<file path="src/sv/spirm_pkg.sv">
`timescale 1ns / 1ps
// ----------------------------------------------------------------------------
// SPI register access master package
// Command codes and sequencer phase type.
// ----------------------------------------------------------------------------
package spirm_pkg;

    localparam logic [1:0] CMD_NONE  = 2'd0;
    localparam logic [1:0] CMD_WRITE = 2'd1;
    localparam logic [1:0] CMD_READ  = 2'd2;
    localparam logic [1:0] CMD_BURST = 2'd3;

    localparam logic [7:0] READ_FLAG = 8'h80;

    typedef enum logic [4:0] {
        PH_IDLE  = 5'b00001,
        PH_SETUP = 5'b00010,
        PH_LOW   = 5'b00100,
        PH_HIGH  = 5'b01000,
        PH_HOLD  = 5'b10000
    } t_phase;

endpackage

</file>
<file path="src/sv/spi_register_access_master.sv">
`timescale 1ns / 1ps
// ----------------------------------------------------------------------------
// SPI mode-0 register access master
// Each input word is one tick of the serial line and yields one result word
// with the line levels and any received byte. Every accepted word passes
// through the sequencer logic once and lands in an output register, so the
// block takes one word per clock when the result side keeps up; a bit on the
// wire spans two words (SCK low, SCK high). Ready drops only while a finished
// result word waits in the output register and the result side is stalled.
// User must write setup and hold counts via APB only while idle; not enforced.
// ----------------------------------------------------------------------------
module spi_register_access_master
    import spirm_pkg::*;
#(
    parameter int MAX_BURST = 16
) (
    input  logic        i_clk,
    input  logic        i_rst_n,

    input  logic        i_in_valid,
    output logic        o_in_ready,
    input  logic [1:0]  i_command,
    input  logic [6:0]  i_reg_address,
    input  logic [7:0]  i_write_data,
    input  logic [4:0]  i_read_length,
    input  logic        i_miso,

    output logic        o_out_valid,
    input  logic        i_out_ready,
    output logic        o_chip_select_n,
    output logic        o_serial_clock,
    output logic        o_mosi_level,
    output logic [7:0]  o_read_byte,
    output logic        o_read_valid,
    output logic        o_read_last,
    output logic        o_busy_res,
    output logic        o_rejected,

    input  logic        psel,
    input  logic        penable,
    input  logic        pwrite,
    input  logic [2:0]  paddr,
    input  logic [31:0] pwdata,
    output logic [31:0] prdata,
    output logic        pready
);

    t_phase      r_phase, n_phase, v_phase;
    logic [1:0]  r_access_kind, n_access_kind;
    logic [2:0]  r_bit_count, n_bit_count;
    logic [4:0]  r_bytes_left, n_bytes_left;
    logic [7:0]  r_out_shift, n_out_shift;
    logic [7:0]  r_in_shift, n_in_shift;
    logic [9:0]  r_wait_count, n_wait_count;
    logic        r_address_phase, n_address_phase;
    logic [7:0]  r_data_hold, n_data_hold;
    logic [9:0]  r_setup_ticks, r_hold_ticks;

    logic        r_out_valid;
    logic        r_cs_n, r_sck, r_mosi, r_rvalid, r_rlast, r_busy, r_rej;
    logic [7:0]  r_rbyte;

    logic        cs_n, sck, mosi, rvalid, rlast, busy, rej;
    logic [7:0]  rbyte;
    logic [4:0]  v_len;
    logic        in_fire, cfg_wr;

    assign in_fire    = i_in_valid && o_in_ready;
    assign o_in_ready = !r_out_valid || i_out_ready;
    assign cfg_wr     = psel && penable && pwrite && pready;
    assign pready     = 1'b1;
    assign prdata     = paddr[2] ? {22'd0, r_hold_ticks} : {22'd0, r_setup_ticks};

    always_comb begin
        n_phase         = r_phase;
        n_access_kind   = r_access_kind;
        n_bit_count     = r_bit_count;
        n_bytes_left    = r_bytes_left;
        n_out_shift     = r_out_shift;
        n_in_shift      = r_in_shift;
        n_wait_count    = r_wait_count;
        n_address_phase = r_address_phase;
        n_data_hold     = r_data_hold;
        cs_n   = 1'b0;
        sck    = 1'b0;
        mosi   = 1'b0;
        busy   = 1'b1;
        rbyte  = 8'd0;
        rvalid = 1'b0;
        rlast  = 1'b0;
        rej    = 1'b0;
        v_len  = (i_read_length == 5'd0) ? 5'd1 : i_read_length;
        if ({3'd0, v_len} > 8'(MAX_BURST)) begin
            v_len = 5'(MAX_BURST);
        end

        if (r_phase == PH_IDLE) begin
            if (i_command != CMD_NONE) begin
                n_access_kind   = i_command;
                n_address_phase = 1'b1;
                n_bit_count     = 3'd0;
                n_in_shift      = 8'd0;
                n_data_hold     = i_write_data;
                n_out_shift     = (i_command == CMD_WRITE) ? {1'b0, i_reg_address}
                                                           : ({1'b0, i_reg_address} | READ_FLAG);
                if (i_command == CMD_BURST) begin
                    n_bytes_left = v_len;
                    n_phase      = PH_LOW;
                end else begin
                    n_bytes_left = 5'd1;
                    if (r_setup_ticks != 10'd0) begin
                        n_wait_count = r_setup_ticks;
                        n_phase      = PH_SETUP;
                    end else begin
                        n_phase = PH_LOW;
                    end
                end
            end
        end else if (i_command != CMD_NONE) begin
            rej = 1'b1;
        end

        v_phase = n_phase;
        case (v_phase)
            PH_SETUP, PH_HOLD: begin
                n_wait_count = n_wait_count - 10'd1;
                if (n_wait_count == 10'd0) begin
                    n_phase = (v_phase == PH_SETUP) ? PH_LOW : PH_IDLE;
                end
            end
            PH_LOW: begin
                mosi    = n_out_shift[7];
                n_phase = PH_HIGH;
            end
            PH_HIGH: begin
                sck         = 1'b1;
                mosi        = n_out_shift[7];
                n_in_shift  = {n_in_shift[6:0], i_miso};
                n_out_shift = {n_out_shift[6:0], 1'b0};
                n_bit_count = n_bit_count + 3'd1;
                n_phase     = PH_LOW;
                if (n_bit_count == 3'd0) begin
                    if (n_address_phase) begin
                        n_address_phase = 1'b0;
                        n_out_shift = (n_access_kind == CMD_WRITE) ? n_data_hold : 8'd0;
                        n_in_shift  = 8'd0;
                    end else begin
                        if (n_access_kind != CMD_WRITE) begin
                            rbyte  = n_in_shift;
                            rvalid = 1'b1;
                        end
                        n_bytes_left = (n_bytes_left != 5'd0) ? n_bytes_left - 5'd1 : 5'd0;
                        n_in_shift   = 8'd0;
                        n_out_shift  = 8'd0;
                        if (n_bytes_left == 5'd0) begin
                            rlast = rvalid;
                            if (n_access_kind == CMD_BURST) begin
                                n_phase = PH_IDLE;
                            end else if (r_hold_ticks != 10'd0) begin
                                n_wait_count = r_hold_ticks;
                                n_phase      = PH_HOLD;
                            end else begin
                                n_phase = PH_IDLE;
                            end
                        end
                    end
                end
            end
            default: begin
                n_phase = PH_IDLE;
                cs_n    = 1'b1;
                busy    = 1'b0;
            end
        endcase
    end

    always_ff @(posedge i_clk) begin
        if (!i_rst_n) begin
            r_phase         <= PH_IDLE;
            r_access_kind   <= CMD_NONE;
            r_bit_count     <= 3'd0;
            r_bytes_left    <= 5'd0;
            r_out_shift     <= 8'd0;
            r_in_shift      <= 8'd0;
            r_wait_count    <= 10'd0;
            r_address_phase <= 1'b0;
            r_data_hold     <= 8'd0;
        end else if (in_fire) begin
            r_phase         <= n_phase;
            r_access_kind   <= n_access_kind;
            r_bit_count     <= n_bit_count;
            r_bytes_left    <= n_bytes_left;
            r_out_shift     <= n_out_shift;
            r_in_shift      <= n_in_shift;
            r_wait_count    <= n_wait_count;
            r_address_phase <= n_address_phase;
            r_data_hold     <= n_data_hold;
        end
    end

    always_ff @(posedge i_clk) begin
        if (!i_rst_n) begin
            r_setup_ticks <= 10'd2;
            r_hold_ticks  <= 10'd170;
        end else if (cfg_wr) begin
            if (paddr[2]) begin
                r_hold_ticks <= pwdata[9:0];
            end else begin
                r_setup_ticks <= pwdata[9:0];
            end
        end
    end

    always_ff @(posedge i_clk) begin
        if (!i_rst_n) begin
            r_out_valid <= 1'b0;
        end else if (in_fire) begin
            r_out_valid <= 1'b1;
        end else if (i_out_ready) begin
            r_out_valid <= 1'b0;
        end
    end

    always_ff @(posedge i_clk) begin
        if (in_fire) begin
            r_cs_n   <= cs_n;
            r_sck    <= sck;
            r_mosi   <= mosi;
            r_rbyte  <= rbyte;
            r_rvalid <= rvalid;
            r_rlast  <= rlast;
            r_busy   <= busy;
            r_rej    <= rej;
        end
    end

    assign o_out_valid     = r_out_valid;
    assign o_chip_select_n = r_cs_n;
    assign o_serial_clock  = r_sck;
    assign o_mosi_level    = r_mosi;
    assign o_read_byte     = r_rbyte;
    assign o_read_valid    = r_rvalid;
    assign o_read_last     = r_rlast;
    assign o_busy_res      = r_busy;
    assign o_rejected      = r_rej;

endmodule

</file>
<file path="config.mk">
export PLATFORM = sky130hd
export DESIGN_NAME = spi_register_access_master
export DESIGN_NICKNAME = d
export VERILOG_FILES = /design/src/sv/spirm_pkg.sv /design/src/sv/spi_register_access_master.sv
export SDC_FILE = /design/constraint.sdc
export NUM_CORES = 1
export LEC_CHECK = 0
export ABC_AREA = 1
export BUFFER_PORTS_ARGS = -buffer_cell sky130_fd_sc_hd__buf_2
export CORE_AREA = 2 2 98 100
export DETAILED_ROUTE_END_ITERATION = 10
export DIE_AREA = 0 0 100 102
export PLACE_DENSITY = 0.85
export SETUP_SLACK_MARGIN = 0.4
export SYNTH_ARGS = -nofsm -noshare
export SYNTH_HDL_FRONTEND = slang
export SYNTH_SLANG_ARGS = --single-unit
export TNS_END_PERCENT = 1
</file>
<file path="constraint.sdc">
create_clock -name i_clk -period 6.4 [get_ports i_clk]
set_input_delay 0.32 -clock i_clk [delete_from_list [all_inputs] [get_ports i_clk]]
set_output_delay 0.32 -clock i_clk [all_outputs]
set_load 0.1 [all_outputs]
</file>
==> flow_summary.json <==
{
  "num-nets-final": 888,
  "critPathKind": "reg -> reg",
  "coreArea_um2": 9110,
  "cp_cell_sequence": "nor2_2 -> nand3_4 -> nor2_8 -> nand3_4 -> o21ai_2 -> nand4_4 -> inv_1 -> o21ai_0 -> nand3_1 -> a21oi_1",
  "rows": 35,
  "use_met3_pct": 3.49,
  "synth_warnings": 0,
  "worst-slew-pin-transition_ps": 1140,
  "rr_startpoint": "r_phase[1]",
  "p_sw_share_pct": 44.0,
  "place_ws_ps": 2990,
  "synth-seq-cells": 85,
  "dr.pass1.iters": 5,
  "cts_tree": "yes",
  "power_density_nw_per_um2": 269,
  "grt.total_usage_pct": 25.8,
  "grt_start_max_net_pins": 51,
  "insertedDiodeCount": 0,
  "crit_required_ps": 6610,
  "combPwrFrac_pct": 36.7,
  "via_per_inst": 5.63,
  "area_growth_pct": 8.36,
  "max_slew_margin_pct": 23.6,
  "synth_top_area_share_pct": 26.4,
  "crit_top_cell": "nand3_4",
  "start_util_pct": 58.3,
  "grt_setup_unrepaired": "no",
  "insertion_delay_ps": 370,
  "synth-edff-count": 15,
  "synthTopCellsByCount": "nand2_1, inv_1, a21oi_1",
  "setup_viol": 0,
  "wl_mm": 13.1,
  "grt_busiest_layer": "met2",
  "critPathMaxStageDelay_ps": 850,
  "async_flop_share_pct": 0,
  "postSynthAreaPerCell_um2": 6.87,
  "worstHoldStart": "pwdata[7]",
  "use_met1_pct": 35.9,
  "antenna_found_initial": 0,
  "grt_pass1_wl_mm": 21.5,
  "cp-startpoint": "r_phase[1]",
  "cts_buffer_depth": 2,
  "cp.arrival_ps": 3730,
  "startpoint_type": "flop",
  "max_freq_ghz": 0.284,
  "synth_ff_type": "dfxtp_1",
  "cts_setup_buffers": 0,
  "ant_nets": 0,
  "finalPower_mw": 1.55,
  "drv_slew": 0,
  "regArea_um2": 1850,
  "r2r_cells": 10,
  "p_leak_nw": 2.57,
  "power_frac_seq_pct": 38.5,
  "post_drt_wl_per_cell_um": 14.0,
  "cts-root-buf": "clkbuf_8",
  "finalCriticalPeriod_ps": 3520,
  "die_area_um2": 10200,
  "setup_tns_ps": 0,
  "num_vias": 5249,
  "yosysUniqueCellTypes": 51,
  "gr-usage-met2_pct": 40.9,
  "postCtsHoldBufs": 0,
  "p_sw_mw": 0.681,
  "p_int_mw": 0.866,
  "rrSetupSlack_ps": 2880,
  "crit_buf_inv": 1,
  "io_pins": 115,
  "fillCellCount": 784,
  "crit_cells": 10,
  "drtIter0Drc": 440,
  "fin_crit_sh_pct": 55.1,
  "cts.sinks": 85,
  "cts_inserted_buffers": 9,
  "cts-resized-gates": 0,
  "synth_cells": 773,
  "finClkSkew_ps": 13.9,
  "p_clk_share_pct": 24.8,
  "portBuffers": 67,
  "place_congestion": 0.875,
  "multi_input_area_um2": 2820,
  "dpl.hpwl_mm": 9.20,
  "syn_area_um2": 5310,
  "die_h_um": 102,
  "cpLargestDelayFamily": "simple AND/OR/NAND/NOR gates",
  "drc": 0,
  "fin_util_pct": 63.2,
  "hp-class": "in -> reg",
  "synth-seq-area-share_pct": 34.8,
  "synth_top_cell_by_area": "dfxtp_1",
  "timing.final.ws_setup_ps": 2880,
  "drive_above_1_share_pct": 16.4,
  "cts.reportedPaths.clkPinSlew_ps": 100,
  "htreeDepth": 3,
  "grt_pass1_vias": 4718,
  "die_w_um": 100,
  "timing.rr.end": "r_in_shift[6]",
  "crit_path_end": "r_in_shift[6]",
  "ir_worst_vdd_mv": 0.146,
  "maxCapViolCount": 0,
  "slowest_stage": "inv_1",
  "final-hold-violation-count": 0,
  "cp-end-kind": "flop",
  "worst-path-max-fanout": 39,
  "synth_top_cells_by_area": "dfxtp_1, nand2_1, edfxtp_1",
  "grt_overflow": 0,
  "synth_most_common_cell": "nand2_1",
  "outcome": "finished clean"
}
-- placed cells by master (no fill, tap or decap), types with 9 or more instances in the layout --
master,n
edfxtp_1,15
nand2_1,162
dfxtp_1,70
nor2_1,49
a21oi_1,88
nand2_2,14
conb_1,23
clkbuf_8,9
nand4_1,14
o21ai_0,84
nand3_1,35
inv_1,92
buf_2,67
-- layout make-up --
type                       count  share of cell area [%]
clock buffer                   9                    2.15
sequential                    85                    32.2
multi-input combinational    549                    49.0
timing repair buffer          70                    6.21
clock inverter                 7                    1.37
inverter                     102                    6.69
tap                          111                    2.41
-- flip-flops by register name, indices dropped and copies added (netlist names) --
name,count
o_out_valid,1
r_data_hold,8
r_access_kind,2
r_phase,5
r_in_shift,7
r_setup_ticks,10
r_hold_ticks,10
o_read_last,1
o_read_valid,1
o_read_byte,8
r_address_phase,1
r_out_shift,8
r_bit_count,3
o_serial_clock,1
r_bytes_left,5
r_wait_count,10
o_rejected,1
o_busy_res,1
o_mosi_level,1
o_chip_select_n,1
-- logic make-up (layout without fill, tap and decap cells) --
| family | Yosys count | count (layout) | share of synthesized area (%) |
|---|---|---|---|
| other | 2 | 23 | 0.141 |
| AND/OR/NAND/NOR | 306 | 306 | 27.2 |
| XOR/XNOR | 3 | 3 | 0.495 |
| flip-flops | 85 | 85 | 34.8 |
| adder cells (fa/ha/maj) | 6 | 6 | 1.41 |
| AO/OA/AOI/OAI | 211 | 211 | 22.4 |
| buffers and inverters | 160 | 188 | 13.5 |
-- power groups by stage --
| stage | sequential, mW | combinational, mW | clock, mW |
|---|---|---|---|
| after global placement | 0.606 | 0.540 | 0 |
| after detailed placement | 0.608 | 0.557 | 0 |
| after CTS | 0.596 | 0.559 | 0.388 |
| final | 0.596 | 0.568 | 0.384 |
| after global routing | 0.600 | 0.620 | 0.412 |
| after floorplan | 0.657 | 0.426 | 0 |
-- worst reg2reg max path, cell delays in order, from the launching register on --
cell     delay, ps
dfxtp_1        350
nor2_2         190
nand3_4        160
nor2_8         480
nand3_4        320
o21ai_2        220
nand4_4        300
inv_1          850
o21ai_0        290
nand3_1        160
a21oi_1         70
-- through the flow --
step	hold slack (ps)	area, µm²	instances
after CTS	176	5760	933
after global routing	200	5760	933
after detailed placement	444	5560	917
after floorplan	425	5390	794
after global placement	434	5560	917
final	181	5760	933
-- how the worst min path moves through the flow --
stage,cells after the start,to
floorplan,2,r_data_hold[1]
global placement,2,r_data_hold[5]
detailed placement,2,r_data_hold[6]
CTS,3,r_hold_ticks[7]
global route,3,r_hold_ticks[1]
finish,3,r_hold_ticks[7]
-- per-layer routing --
layer  share of wire (%)  wire, µm
met3                 7.5       975
met4                 1.9       245
met1                  45      5850
met2                  46      5990
met5                   0         0
No activity file was read; power rests on OpenSTA's default activity.
